File: config.mk
export PLATFORM = sky130hd
export DESIGN_NAME = act_ram
export DESIGN_NICKNAME = d
export VERILOG_FILES = /design/src/hdl/act_ram.sv
export SDC_FILE = /design/constraint.sdc
export NUM_CORES = 1
export LEC_CHECK = 0
export BUFFER_PORTS_ARGS = -buffer_cell sky130_fd_sc_hd__buf_2
export CORE_MARGIN = 2
export CORE_UTILIZATION = 60
export DETAILED_ROUTE_END_ITERATION = 6
export PLACE_DENSITY_LB_ADDON = 0.25
export SLEW_MARGIN = 40
export SYNTH_ARGS = -nofsm -noshare
export SYNTH_HDL_FRONTEND = slang
export SYNTH_SLANG_ARGS = --single-unit
File: constraint.sdc
create_clock -name clk_i -period 3.76 [get_ports clk_i]
set_clock_uncertainty 0.2 [all_clocks]
set_input_delay 1.128 -clock clk_i [delete_from_list [all_inputs] [get_ports clk_i]]
set_output_delay 1.128 -clock clk_i [all_outputs]
set_load 0.02 [all_outputs]
File: src/hdl/act_ram.sv
// ----------------------------------------------------------------------------
// Generic RAM
// One write port and one read port with registered read data.
// ----------------------------------------------------------------------------
module act_ram #(
  parameter int unsigned WIDTH = 8,
  parameter int unsigned DEPTH = 16,
  localparam int unsigned AddrW = (DEPTH > 1) ? $clog2(DEPTH) : 1
) (
  input  logic             clk_i,
  input  logic             we_i,
  input  logic [AddrW-1:0] waddr_i,
  input  logic [WIDTH-1:0] wdata_i,
  input  logic             re_i,
  input  logic [AddrW-1:0] raddr_i,
  output logic [WIDTH-1:0] rdata_o
);

  logic [WIDTH-1:0] mem_q [DEPTH];
  logic [WIDTH-1:0] rdata_q;

  always_ff @(posedge clk_i) begin
    if (we_i) begin
      mem_q[waddr_i] <= wdata_i;
    end
    if (re_i) begin
      rdata_q <= mem_q[raddr_i];
    end
  end

  assign rdata_o = rdata_q;

endmodule

==> results.md <==
Outcome:
- The run finished with clean final reports.

Layout:
- After the last flow step, the layout net total stands at 293.
- The number of antenna diodes in the final layout is 0.
- The area added between synthesis and finish is 16.6%.
- The ratio of cells with drive above 1 in the final layout is 0.307.

GRT:
- The most congested layer reported by global routing is met2.
- The pin count of the biggest net entering global routing is 33.
- The met2 demand-to-capacity share in global routing is 0.332.
- The via count of the first global-routing pass is 2,515.
- The total overflow left after global routing is 0.
- The first global-routing pass estimated 15,000 microns of wire.
- For this run, global-route usage on met1 was measured as 0.322.
- The initial antenna violation count is 1.
- The global routing met3 resource utilization is 0.0647.
- The global-route total usage across every layer is 0.222.

STA:
- Setup repair after global routing left no endpoint under its margin.
- The count of pins over their slew limit is 0.
- The actual slew at the worst max-slew pin is 0.827 ns.
- The count of endpoints failing hold in the final timing report is 0.
- Dividing the final minimum period by the clock period gives 0.655.
- The total negative slack is 0 ns.
- The headroom to the max-slew limit is 0.447.
- Across all setup checks in the final design, the least slack found is 1.30 ns.
- The maximum frequency from static timing analysis is 406 MHz.
- The number of setup violations in the final report is 0.
- The time the final worst path needs with I/O delays and setup is 2.46 ns.

Floorplanning:
- The count of standard-cell rows is 34.
- In this run the standard cell core region covers 8590 sq um.
- Measured along the x axis, the die boundary spans 97.3 microns.
- In this run the vertical extent of the chip is 97.3 microns.
- The die covers 9480 sq um.
- The boundary pin count is 27.
- The effective utilization at floorplan is 0.608.

Route:
- The first detailed-routing pass ran for 7 iterations.
- The post-route DRC violation count is 0.
- Once detail routing completed, the nets flagged for antenna violations numbered 0.
- Summing over every cut layer, the via total after detailed routing is 2,415.
- After detailed routing, the number of vias per cell comes to 6.11.
- The DRC marker count from the first detailed-route iteration is 213.
- The final routed wire length divided by cell count is 23.9 microns.
- After detailed routing, the total wire length is 9440 microns.

Clock tree:
- TritonCTS built the clock tree.
- The quantity of gates resized following cts is 0.
- Counting along the longest clock path gives a buffer depth of 2.
- The clock reaches the later pin of the worst-skew pair after 0.52 ns.
- In this run the number of H-tree levels came out at 4.
- The cts-stage hold buffer count is 0.
- The root buffer cell chosen for the clock tree is sky130_fd_sc_hd__clkbuf_8.
- The number of setup buffers added after CTS is 0.
- CTS saw 136 sinks.
- After clock tree synthesis, the clock-pin slew on the worst setup and hold paths is 0.06 ns.
- Buffers inserted during clock tree synthesis total 17.

Worst setup path:
- The critical path endpoint category is an output pin.
- The signal on the critical path passes through buf_2.
- The worst endpoint required time is 2.43 ns.
- The critical path buffer and inverter count is 1.
- The nature of the critical path startpoint is a flip-flop.
- The worst stage delay on the critical path is 0.43 ns.
- Of all nets on the critical path, the largest fanout is 1.
- The cell family with the largest share of critical-path delay is flip-flops.
- By startpoint and endpoint, the worst setup path is classified as flip-flop to output pin.
- Data on the critical path arrives at its endpoint at 1.14 ns.
- The cell at the slowest stage of the critical path is sky130_fd_sc_hd__edfxtp_1.

Place:
- The count of port buffers added during placement is 26.
- Prior to clock tree synthesis, the placed netlist has a worst setup slack of 0.824 ns.
- The placed wire-length estimate after detailed placement is 5900 microns.
- At the end of routability-driven placement, the weighted congestion stood at 0.746.

Synthesis:
- The post-synthesis register bit count is 136.
- Counting every net in the synthesized netlist gives 248.
- The share of the Yosys chip area taken by registers is 0.781.
- The count of distinct cell types in the synthesized netlist is 18.
- The post-synthesis cell area is 5230 sq um.
- Averaged over all synthesized cells, the footprint is 22.8 sq um.
- During synthesis, Yosys emitted a total of 0 warnings.
- After technology mapping, the gate count stands at 229.

Flow run:
- The number of maximum-capacitance violations is 0.

Worst hold path:
- The worst min-delay path class is flip-flop to flip-flop.

Power and ir drop:
- The power per cell area is 567 nW/um^2.
- The worst-case IR drop observed on VDD is 0.319 mV.
- The cell leakage power is 2.04 nW.
- The design draws 0.00346 W.
-- area by class of cell --
cell class                      count  area [sq um]
Sequential cell                   136          4080
Timing Repair Buffer               36           230
Fill cell                         511          2500
Clock buffer                       18           418
Clock inverter                     14           158
Tap cell                          108           135
Multi-Input combinational cell     83          1070
-- worst paths after layout --
check | startpoint | cells after the start | end | slack (ns)
worst max-delay path | rdata_o[7] | 1 | rdata_o[7] | 1.30
worst min-delay path | mem_q[7][0] | 3 | rdata_o[0] | 0.55
worst max register to register | mem_q[9][5] | 3 | rdata_o[5] | 2.04
worst min register to register | mem_q[7][0] | 3 | rdata_o[0] | 0.55
-- registers in the layout, indices dropped and copies added, names as in the netlist --
register  cells
mem_q       128
rdata_o       8
-- worst min-delay path: cells and delay by family (launching register included) --
| kind | cells | cell delay (ns) |
|---|---|---|
| DFF | 1 | 0.31 |
| and+or+nand+nor | 1 | 0.06 |
| muxes | 1 | 0.21 |
| AOI/OAI and AO/OA | 1 | 0.06 |
-- where the power goes --
part | switching, W | leakage (nW) | total (W) | internal (W)
Clock | 0.000581 | 0.267 | 0.00158 | 0.000999
Combinational | 0.0000940 | 0.534 | 0.000159 | 0.0000646
Sequential | 0.00000921 | 1.24 | 0.00172 | 0.00171
-- cells by family (layout without fill, tap and decap cells) --
group                  Yosys count  in the layout  share of synthesized area
muxes                           32             32                      0.148
and+or+nand+nor                 35             35                     0.0314
DFF                            136            136                      0.781
buffers and inverters           10             68                     0.0165
AOI/OAI and AO/OA               16             16                     0.0230
-- per-layer routing --
layer / wire length, microns / part of all wire
met1: 4000 / 0.42
met2: 4660 / 0.49
met3: 636 / 0.067
met4: 118 / 0.013
met5: 17 / 0.0018
-- synth_stat cells --
master,number,area [sq um]
sky130_fd_sc_hd__edfxtp_1,136,4080
sky130_fd_sc_hd__nand2_1,9,33.8
sky130_fd_sc_hd__nand3b_1,2,15.0
sky130_fd_sc_hd__a22oi_1,16,120
sky130_fd_sc_hd__nand2b_1,2,12.5
sky130_fd_sc_hd__nor2_1,13,48.8
sky130_fd_sc_hd__clkdlybuf4s25_2,3,30.0
sky130_fd_sc_hd__mux4_1,14,368
sky130_fd_sc_hd__and2_1,1,6.26
sky130_fd_sc_hd__buf_4,1,7.51
sky130_fd_sc_hd__mux4_2,18,405
sky130_fd_sc_hd__nor3_1,4,20.0
sky130_fd_sc_hd__nor2b_1,1,6.26
sky130_fd_sc_hd__buf_2,3,15.0
sky130_fd_sc_hd__buf_6,3,33.8
sky130_fd_sc_hd__or3b_2,1,8.76
sky130_fd_sc_hd__nand3_1,1,5.00
sky130_fd_sc_hd__and2b_1,1,7.51
-- metrics by stage --
step / area [sq um] / instances / utilization / hold slack (ns)
finish: 6100 / 395 / 0.710 / 0.546
global route: 6100 / 395 / 0.710 / 0.583
CTS: 6090 / 395 / 0.708 / 0.553
detailed placement: 5510 / 363 / 0.641 / 0.538
global placement: 5510 / 363 / 0.641 / 0.528
floorplan: 5230 / 229 / - / 0.505
-- cell usage in the layout (no fill, tap or decap), types with 2 or more instances in the layout --
cell	n
sky130_fd_sc_hd__nand2b_1	2
sky130_fd_sc_hd__nor3_1	4
sky130_fd_sc_hd__nand2_1	9
sky130_fd_sc_hd__a22oi_1	16
sky130_fd_sc_hd__buf_2	26
sky130_fd_sc_hd__bufinv_16	3
sky130_fd_sc_hd__edfxtp_1	136
sky130_fd_sc_hd__buf_4	8
sky130_fd_sc_hd__clkinvlp_4	4
sky130_fd_sc_hd__mux4_1	14
sky130_fd_sc_hd__clkinv_4	2
sky130_fd_sc_hd__mux4_2	18
sky130_fd_sc_hd__buf_12	2
sky130_fd_sc_hd__clkbuf_16	16
sky130_fd_sc_hd__nand3b_1	2
sky130_fd_sc_hd__nor2_2	6
sky130_fd_sc_hd__nor2_1	7
sky130_fd_sc_hd__clkinv_1	4
No activity file was read; power rests on OpenSTA's default activity.
